**src/sv/tdo_pkg.sv**
```systemverilog
// Shared types, constants and helpers for the timed digital output block.
package tdo_pkg;

	localparam int TIME_BITS = 32;

	localparam int CMD_W = 4;
	localparam int NOW_W = 32;
	localparam int DLY_W = 31;
	localparam int PLS_W = 31;

	// Stream widths: slave tdata holds now_time, delay_length and pulse_length, byte padded.
	localparam int S_DATA_W = ((NOW_W + DLY_W + PLS_W + 7) / 8) * 8;
	localparam int M_DATA_W = 8;

	typedef logic [TIME_BITS-1:0] time_t;

	typedef enum logic [CMD_W-1:0] {
		CMD_TICK   = 4'd0,
		CMD_SET    = 4'd1,
		CMD_CLEAR  = 4'd2,
		CMD_TOGGLE = 4'd3,
		CMD_PULSE  = 4'd4,
		CMD_DSET   = 4'd5,
		CMD_DCLEAR = 4'd6,
		CMD_DTGL   = 4'd7,
		CMD_DPULSE = 4'd8
	} cmd_t;

	typedef enum logic [2:0] {
		MODE_IDLE   = 3'd0,
		MODE_PULSE  = 3'd1,
		MODE_DSET   = 3'd2,
		MODE_DCLR   = 3'd3,
		MODE_DTGL   = 3'd4,
		MODE_DPULSE = 3'd5
	} mode_t;

	typedef struct packed {
		logic [CMD_W-1:0] cmd;
		logic [NOW_W-1:0] now_time;
		logic [DLY_W-1:0] delay_length;
		logic [PLS_W-1:0] pulse_length;
	} item_t;

	// Level sits in the lowest bit so the struct packs straight into tdata.
	typedef struct packed {
		logic busy_res;
		logic changed;
		logic level;
	} result_t;

	// A deadline has arrived once (end - now) is zero or negative, which survives wrap.
	function automatic logic deadline_passed(time_t now_t, time_t end_t);
		time_t diff;
		diff = end_t - now_t;
		return (diff == '0) || diff[TIME_BITS-1];
	endfunction

endpackage

```
**src/sv/tdo_in_stage.sv**
```systemverilog
// Input register that holds one command beat until the core takes it.
module tdo_in_stage (
	input  logic            clk,
	input  logic            arst_n,
	input  logic            in_valid,
	output logic            in_ready,
	input  tdo_pkg::item_t  in_item,
	input  logic            take,
	output logic            valid_s1,
	output tdo_pkg::item_t  item_s1
);

	assign in_ready = !valid_s1 || take;

	always_ff @(posedge clk or negedge arst_n) begin
		if (!arst_n) begin
			valid_s1 <= 1'b0;
		end else if (in_ready) begin
			valid_s1 <= in_valid;
		end
	end

	always_ff @(posedge clk) begin
		if (in_ready && in_valid) begin
			item_s1 <= in_item;
		end
	end

endmodule

```
**src/sv/tdo_core.sv**
```systemverilog
// Pin state, timing mode and deadlines, updated once per command beat; a config write loads the pin level instead.
module tdo_core (
	input  logic              clk,
	input  logic              arst_n,
	input  logic              cfg_we,
	input  logic              cfg_level,
	input  logic              step,
	input  tdo_pkg::item_t    item,
	output tdo_pkg::result_t  result
);

	logic            out_level_q;
	tdo_pkg::mode_t  mode_q;
	tdo_pkg::time_t  pulse_end_q;
	tdo_pkg::time_t  delay_end_q;

	logic            level_d;
	tdo_pkg::mode_t  mode_d;
	tdo_pkg::time_t  pulse_end_d;
	tdo_pkg::time_t  delay_end_d;

	tdo_pkg::time_t  now_t;
	tdo_pkg::time_t  dly_t;
	tdo_pkg::time_t  pls_t;
	tdo_pkg::time_t  delay_sum;
	logic            pulse_due;
	logic            delay_due;

	assign now_t     = tdo_pkg::time_t'(item.now_time);
	assign dly_t     = tdo_pkg::time_t'(item.delay_length);
	assign pls_t     = tdo_pkg::time_t'(item.pulse_length);
	assign delay_sum = now_t + dly_t;
	assign pulse_due = tdo_pkg::deadline_passed(now_t, pulse_end_q);
	assign delay_due = tdo_pkg::deadline_passed(now_t, delay_end_q);

	// Next state.
	always_comb begin
		level_d     = out_level_q;
		mode_d      = mode_q;
		pulse_end_d = pulse_end_q;
		delay_end_d = delay_end_q;
		case (tdo_pkg::cmd_t'(item.cmd))
			tdo_pkg::CMD_TICK: begin
				// A tick acts on one deadline at most; a delayed pulse checks its end later.
				case (mode_q)
					tdo_pkg::MODE_PULSE: begin
						if (pulse_due) begin
							level_d = !out_level_q;
							mode_d  = tdo_pkg::MODE_IDLE;
						end
					end
					tdo_pkg::MODE_DSET: begin
						if (delay_due) begin
							level_d = 1'b1;
							mode_d  = tdo_pkg::MODE_IDLE;
						end
					end
					tdo_pkg::MODE_DCLR: begin
						if (delay_due) begin
							level_d = 1'b0;
							mode_d  = tdo_pkg::MODE_IDLE;
						end
					end
					tdo_pkg::MODE_DTGL: begin
						if (delay_due) begin
							level_d = !out_level_q;
							mode_d  = tdo_pkg::MODE_IDLE;
						end
					end
					tdo_pkg::MODE_DPULSE: begin
						if (delay_due) begin
							level_d = !out_level_q;
							mode_d  = tdo_pkg::MODE_PULSE;
						end
					end
					default: begin
					end
				endcase
			end
			tdo_pkg::CMD_SET: begin
				level_d = 1'b1;
				mode_d  = tdo_pkg::MODE_IDLE;
			end
			tdo_pkg::CMD_CLEAR: begin
				level_d = 1'b0;
				mode_d  = tdo_pkg::MODE_IDLE;
			end
			tdo_pkg::CMD_TOGGLE: begin
				level_d = !out_level_q;
				mode_d  = tdo_pkg::MODE_IDLE;
			end
			tdo_pkg::CMD_PULSE: begin
				// A pulse that arrives while busy does not invert the level; it rearms the end time and replaces the pending mode.
				if (mode_q == tdo_pkg::MODE_IDLE) begin
					level_d = !out_level_q;
				end
				pulse_end_d = now_t + pls_t;
				mode_d      = tdo_pkg::MODE_PULSE;
			end
			tdo_pkg::CMD_DSET: begin
				delay_end_d = delay_sum;
				mode_d      = tdo_pkg::MODE_DSET;
			end
			tdo_pkg::CMD_DCLEAR: begin
				delay_end_d = delay_sum;
				mode_d      = tdo_pkg::MODE_DCLR;
			end
			tdo_pkg::CMD_DTGL: begin
				delay_end_d = delay_sum;
				mode_d      = tdo_pkg::MODE_DTGL;
			end
			tdo_pkg::CMD_DPULSE: begin
				delay_end_d = delay_sum;
				pulse_end_d = delay_sum + pls_t;
				mode_d      = tdo_pkg::MODE_DPULSE;
			end
			default: begin
			end
		endcase
	end

	// Outputs.
	always_comb begin
		result.level    = level_d;
		result.changed  = level_d != out_level_q;
		result.busy_res = mode_d != tdo_pkg::MODE_IDLE;
	end

	// The configured initial level is only ever needed at the moment it is written,
	// so it is loaded straight into the pin level.
	always_ff @(posedge clk or negedge arst_n) begin
		if (!arst_n) begin
			out_level_q <= 1'b0;
			mode_q      <= tdo_pkg::MODE_IDLE;
			pulse_end_q <= '0;
			delay_end_q <= '0;
		end else if (cfg_we) begin
			out_level_q <= cfg_level;
		end else if (step) begin
			out_level_q <= level_d;
			mode_q      <= mode_d;
			pulse_end_q <= pulse_end_d;
			delay_end_q <= delay_end_d;
		end
	end

endmodule

```
**src/sv/tdo_out_stage.sv**
```systemverilog
// Result register that holds one result beat until the sink takes it.
module tdo_out_stage (
	input  logic              clk,
	input  logic              arst_n,
	input  logic              load,
	input  tdo_pkg::result_t  result,
	output logic              can_load,
	output logic              out_valid,
	input  logic              out_ready,
	output tdo_pkg::result_t  res_s2
);

	logic valid_s2;

	assign can_load  = !valid_s2 || out_ready;
	assign out_valid = valid_s2;

	always_ff @(posedge clk or negedge arst_n) begin
		if (!arst_n) begin
			valid_s2 <= 1'b0;
		end else if (can_load) begin
			valid_s2 <= load;
		end
	end

	always_ff @(posedge clk) begin
		if (load) begin
			res_s2 <= result;
		end
	end

endmodule

```
**src/sv/timed_digital_output_top.sv**
```systemverilog
// Top level of the timed digital output block: stream ports, config port and stages.
// Each command beat on s_axis updates the pin state and yields one result beat on
// m_axis. The block takes one beat per clock while m_axis is not stalled. A command
// beat waits in the input register, and its result beat is loaded into the result
// register, which drives m_axis; a stall on m_axis holds both registers. One beat per
// clock holds because the pin, mode and deadline registers take their next state
// straight from each beat, through at most two adds and one signed deadline compare.
// A beat on the cfg port loads the level at once, with no result and no change to
// pending timing; it is meant to be written while no command is in flight. Times wrap
// at 32 bits.
module timed_digital_output_top (
	input  logic                         clk,
	input  logic                         arst_n,
	input  logic                         s_axis_tvalid,
	output logic                         s_axis_tready,
	// From bit 0: now_time[31:0], delay_length[62:32], pulse_length[93:63], zero pad.
	input  logic [tdo_pkg::S_DATA_W-1:0] s_axis_tdata,
	// From bit 0: cmd[3:0].
	input  logic [tdo_pkg::CMD_W-1:0]    s_axis_tuser,
	output logic                         m_axis_tvalid,
	input  logic                         m_axis_tready,
	// From bit 0: level, changed, busy_res, zero pad.
	output logic [tdo_pkg::M_DATA_W-1:0] m_axis_tdata,
	input  logic                         cfg_valid,
	output logic                         cfg_ready,
	input  logic                         cfg_data
);

	localparam int DLY_LO = tdo_pkg::NOW_W;
	localparam int PLS_LO = tdo_pkg::NOW_W + tdo_pkg::DLY_W;

	tdo_pkg::item_t    in_item;
	tdo_pkg::item_t    item_s1;
	tdo_pkg::result_t  result;
	tdo_pkg::result_t  res_s2;
	logic              valid_s1;
	logic              can_load;
	logic              step;

	assign in_item.cmd          = s_axis_tuser;
	assign in_item.now_time     = s_axis_tdata[tdo_pkg::NOW_W-1:0];
	assign in_item.delay_length = s_axis_tdata[DLY_LO +: tdo_pkg::DLY_W];
	assign in_item.pulse_length = s_axis_tdata[PLS_LO +: tdo_pkg::PLS_W];

	assign step      = valid_s1 && can_load;
	assign cfg_ready = 1'b1;

	tdo_in_stage u_in (
		.clk      (clk),
		.arst_n   (arst_n),
		.in_valid (s_axis_tvalid),
		.in_ready (s_axis_tready),
		.in_item  (in_item),
		.take     (step),
		.valid_s1 (valid_s1),
		.item_s1  (item_s1)
	);

	tdo_core u_core (
		.clk       (clk),
		.arst_n    (arst_n),
		.cfg_we    (cfg_valid),
		.cfg_level (cfg_data),
		.step      (step),
		.item      (item_s1),
		.result    (result)
	);

	tdo_out_stage u_out (
		.clk       (clk),
		.arst_n    (arst_n),
		.load      (step),
		.result    (result),
		.can_load  (can_load),
		.out_valid (m_axis_tvalid),
		.out_ready (m_axis_tready),
		.res_s2    (res_s2)
	);

	assign m_axis_tdata = {{(tdo_pkg::M_DATA_W - $bits(tdo_pkg::result_t)){1'b0}}, res_s2};

endmodule

```
**config.mk**
```make
export PLATFORM = sky130hd
export DESIGN_NAME = timed_digital_output_top
export DESIGN_NICKNAME = d
export VERILOG_FILES = /design/src/sv/tdo_pkg.sv /design/src/sv/tdo_in_stage.sv /design/src/sv/tdo_core.sv /design/src/sv/tdo_out_stage.sv /design/src/sv/timed_digital_output_top.sv
export SDC_FILE = /design/constraint.sdc
export NUM_CORES = 1
export LEC_CHECK = 0
export BUFFER_PORTS_ARGS = -buffer_cell sky130_fd_sc_hd__buf_2
export CORE_AREA = 3 3 163 165
export CTS_CLUSTER_DIAMETER = 50
export DETAILED_ROUTE_END_ITERATION = 8
export DIE_AREA = 0 0 166 168
export PLACE_DENSITY = 0.75
export SETUP_SLACK_MARGIN = 0.02
export SYNTH_ARGS = -nofsm -noshare
export SYNTH_HDL_FRONTEND = slang
export SYNTH_HIERARCHICAL = 1
export SYNTH_SLANG_ARGS = --single-unit
```
**constraint.sdc**
```tcl
create_clock -name clk -period 5.6 [get_ports clk]
set_input_delay 0.56 -clock clk [delete_from_list [all_inputs] [get_ports clk]]
set_output_delay 0.56 -clock clk [all_outputs]
set_load 0.05 [all_outputs]
```
==> flow_summary.json <==
{
  "area_delta_synth_final_pct": 13.78,
  "yosysSeqAreaShare_pct": 37.19,
  "fin_crit_ps": 5273,
  "clock-sinks": 171,
  "ys_ff_latch": 171,
  "place_area_um2": 13920,
  "synth_top_area_cell": "edfxtp_1",
  "die_w_um": 166,
  "vias": 10939,
  "ys_top_cells_by_area": "edfxtp_1 24%, dfrtp_1 14%, ha_1 12%, o21ai_0 6.0%, nand2_1 5.1%",
  "clkLatencyLatePin_ps": 450,
  "wl_mm": 31.25,
  "hp-class": "in2reg",
  "cellPowerDensity_nw_per_um2": 457.3,
  "setup_violations": 0,
  "switching_share_pct": 43.44,
  "clockBufferDepth": 2,
  "async_reset_ff_share_pct": 40.94,
  "cts_buffers": 17,
  "period_share_pct": 94.16,
  "nets": 1773,
  "min_path_cells": 1,
  "p_leak_nw": 6.569,
  "syn_inst": 1410,
  "synth_warnings": 6,
  "maxSlewViolCount": 0,
  "viasPerCell": 5.819,
  "synth_cell_type_count": 86,
  "peakVddDrop_uv": 250.8,
  "track_usage_pct": 22.22,
  "outcome": "finished, final reports clean",
  "antenna_found_initial": 0,
  "dpl.hpwl_mm": 23.87,
  "reg2regPathDepth": 22,
  "max_stage_delay_ps": 530,
  "p_comb_share_pct": 54.0,
  "htreeDepth": 4,
  "drive_gt1_share_pct": 15.16,
  "synth_top_area_share_pct": 23.57,
  "antenna_cells": 0,
  "die_area_um2": 27890,
  "crit_arrival_ps": 5600,
  "grt_first_pass_wirelength_mm": 51.62,
  "syn_avg_cell_area_um2": 9.125,
  "p_clk_share_pct": 17.9,
  "grt_pass1_vias": 10602,
  "worstPathCellList": "buf_4, ha_1, fa_1, nor2b_2, o31ai_2, a211o_1, o31ai_4, a221o_1, a21oi_1, xnor2_1, or4_4, nor4_4, nor2_2, ha_1, a32oi_1, a22oi_1, a221oi_2, buf_4, nand3_1, nor2_1, a41oi_1, a32o_1",
  "end_kind": "flip-flop",
  "stdcell_area_um2": 14640,
  "synth-edff-count": 101,
  "drt-initial-drc-count": 851,
  "worstMarginPinSlew_ps": 1072,
  "clock.fmax_ghz": 0.1897,
  "wl_per_cell_um": 16.62,
  "antenna_left": 0,
  "pwr-share-seq_pct": 28.1,
  "drc_errors": 0,
  "die_h_um": 168,
  "port_buffers": 108,
  "critPathKind": "reg2reg",
  "core_area_um2": 25180,
  "nFillCells": 2180,
  "relSlewSlack_pct": 28.33,
  "internal_power_w": 0.003786,
  "hold_viol": 0,
  "syn_area_um2": 12870,
  "setup.worst_path.start_class": "flip-flop",
  "overflow": 0,
  "first_pass_iters": 5,
  "gp_congestion": 0.9575,
  "initial_core_util_pct": 51.09,
  "fin_worst_skew_ps": 20.11,
  "drv_cap": 0,
  "std_cell_rows": 58,
  "utilization_pct": 58.13,
  "ys.flop_type": "edfxtp_1",
  "required_ps": 5930,
  "cts.clk_slew.worst_paths_ps": 80,
  "cts_tree": "built",
  "grt_max_degree": 71,
  "clockRootBuffer": "clkbuf_16",
  "critPathSlowestCell": "or4_4",
  "hold_buffers": 0,
  "crit_fanout": 5,
  "ios": 117,
  "p_sw_w": 0.002908
}
## cells by family after synthesis
kind of cell	share of synthesized area, %
compound gates	23.21
xor+xnor	6.302
fa+ha+maj	12.88
buf+inv	3.647
flops	37.19
mux	1.469
other cells	0.05837
simple gates	15.25
## repair_timing
action	in CTS	in global routing
gates resized for setup	4	23
cloned	0	0
setup buffers	0	3
hold endpoints to repair	0	0
setup endpoints to repair	4	6
pin swaps	0	5
## per-stage QoR
step	power [W]	TNS, ps	setup slack (ps)	instances	hold WS, ps
floorplan	0.004538	0	612.3	1414	264.4
global placement	0.005290	-46.81	-46.81	1845	465.0
detailed placement	0.005374	-215.2	-148.6	1845	475.5
CTS	0.006611	0	90.88	1877	266.9
global route	0.007213	-0.7527	-0.7527	1880	266.9
finish	0.006694	0	327.1	1880	283.0
## final cells by class
type	instances	area (µm²)	area share, %
Tap cell	330	412.9	2.821
Timing Repair Buffer	150	855.8	5.846
Clock inverter	15	150.1	1.026
Inverter	68	255.2	1.744
Sequential cell	171	4785	32.68
Multi-Input combinational cell	1129	7755	52.97
Clock buffer	17	425.4	2.906
## critical path, delay by kind of cell, from the launching register on
kind / cells / cell delay, ps
xor gates and xnor gates: 1 / 190
buffers and inverters: 2 / 330
adders and majority gates: 3 / 920
and+or+nand+nor: 6 / 1340
AOI/OAI and AO/OA: 10 / 2000
DFF: 1 / 390
## layer usage
metal	vias up	track usage, %	share of wire, %
li1	5429	-	-
met1	5180	30.27	46
met2	298	37.17	47
met3	32	3.264	5.0
met4	0	6.365	1.6
met5	-	0	0
## sequential cells by signal (all words and copies together) (netlist names)
signal and flops:
u_in/item_s1 98, u_core/delay_end_q 32, u_core/pulse_end_q 32, u_core/mode_q 3, u_out/res_s2 3, u_core/out_level_q 1, u_in/valid_s1 1, u_out/out_valid 1
## synth_stat cells (5+ instances only)
cell,count
a2111oi_0,5
a211o_1,5
a211oi_1,10
a21o_1,41
a21oi_1,115
a31oi_1,17
and2_1,13
and3_1,13
buf_2,6
buf_4,7
clkbuf_1,32
dfrtp_1,70
edfxtp_1,101
ha_1,126
inv_1,68
mux2_2,7
mux2i_1,11
nand2_1,174
nand2b_1,20
nand3_1,31
nand3b_1,7
nand4_1,13
nor2_1,76
nor2b_1,14
nor3_1,18
nor4_1,6
o2111ai_1,7
o211ai_1,7
o21a_1,20
o21ai_0,155
o21bai_1,15
o22ai_1,5
o31ai_1,7
or3_1,7
or4_1,5
xnor2_1,48
xor2_1,42
## final timing paths
kind / start / endpoint / slack [ps]
setup reg to reg: u_in/item_s1[62] / u_core/out_level_q / 330
min in group asynchronous: arst_n / u_core/delay_end_q[2] / 310
max in group asynchronous: arst_n / u_core/pulse_end_q[31] / 4600
setup / recovery: u_in/item_s1[62] / u_core/out_level_q / 330
hold reg to reg: u_core/pulse_end_q[14] / u_core/pulse_end_q[14] / 480
hold / removal: s_axis_tdata[55] / u_in/item_s1[54] / 280
## power groups by stage
stage	combinational [W]	sequential (W)	clock, W
after floorplan	0.00272	0.00182	0
after global placement	0.00339	0.00190	0
after detailed placement	0.00347	0.00191	0
after CTS	0.00350	0.00188	0.00123
after global routing	0.00402	0.00192	0.00128
final	0.00361	0.00188	0.00120
## cell usage in the layout (no fill, tap or decap), types with 13 or more instances in the layout
cell       instances
nand2_1          173
o21ai_0          151
ha_1             126
a21oi_1          114
buf_2            108
edfxtp_1         101
nor2_1            75
dfrtp_1           70
inv_1             68
xnor2_1           48
buf_4             42
xor2_1            42
a21o_1            41
nand3_1           29
nand2b_1          20
o21a_1            19
nor3_1            18
clkbuf_16         17
a31oi_1           15
o21bai_1          15
and2_1            13
and3_1            13
nand4_1           13
nor2b_1           13
Power figures use the tool's default switching activity.
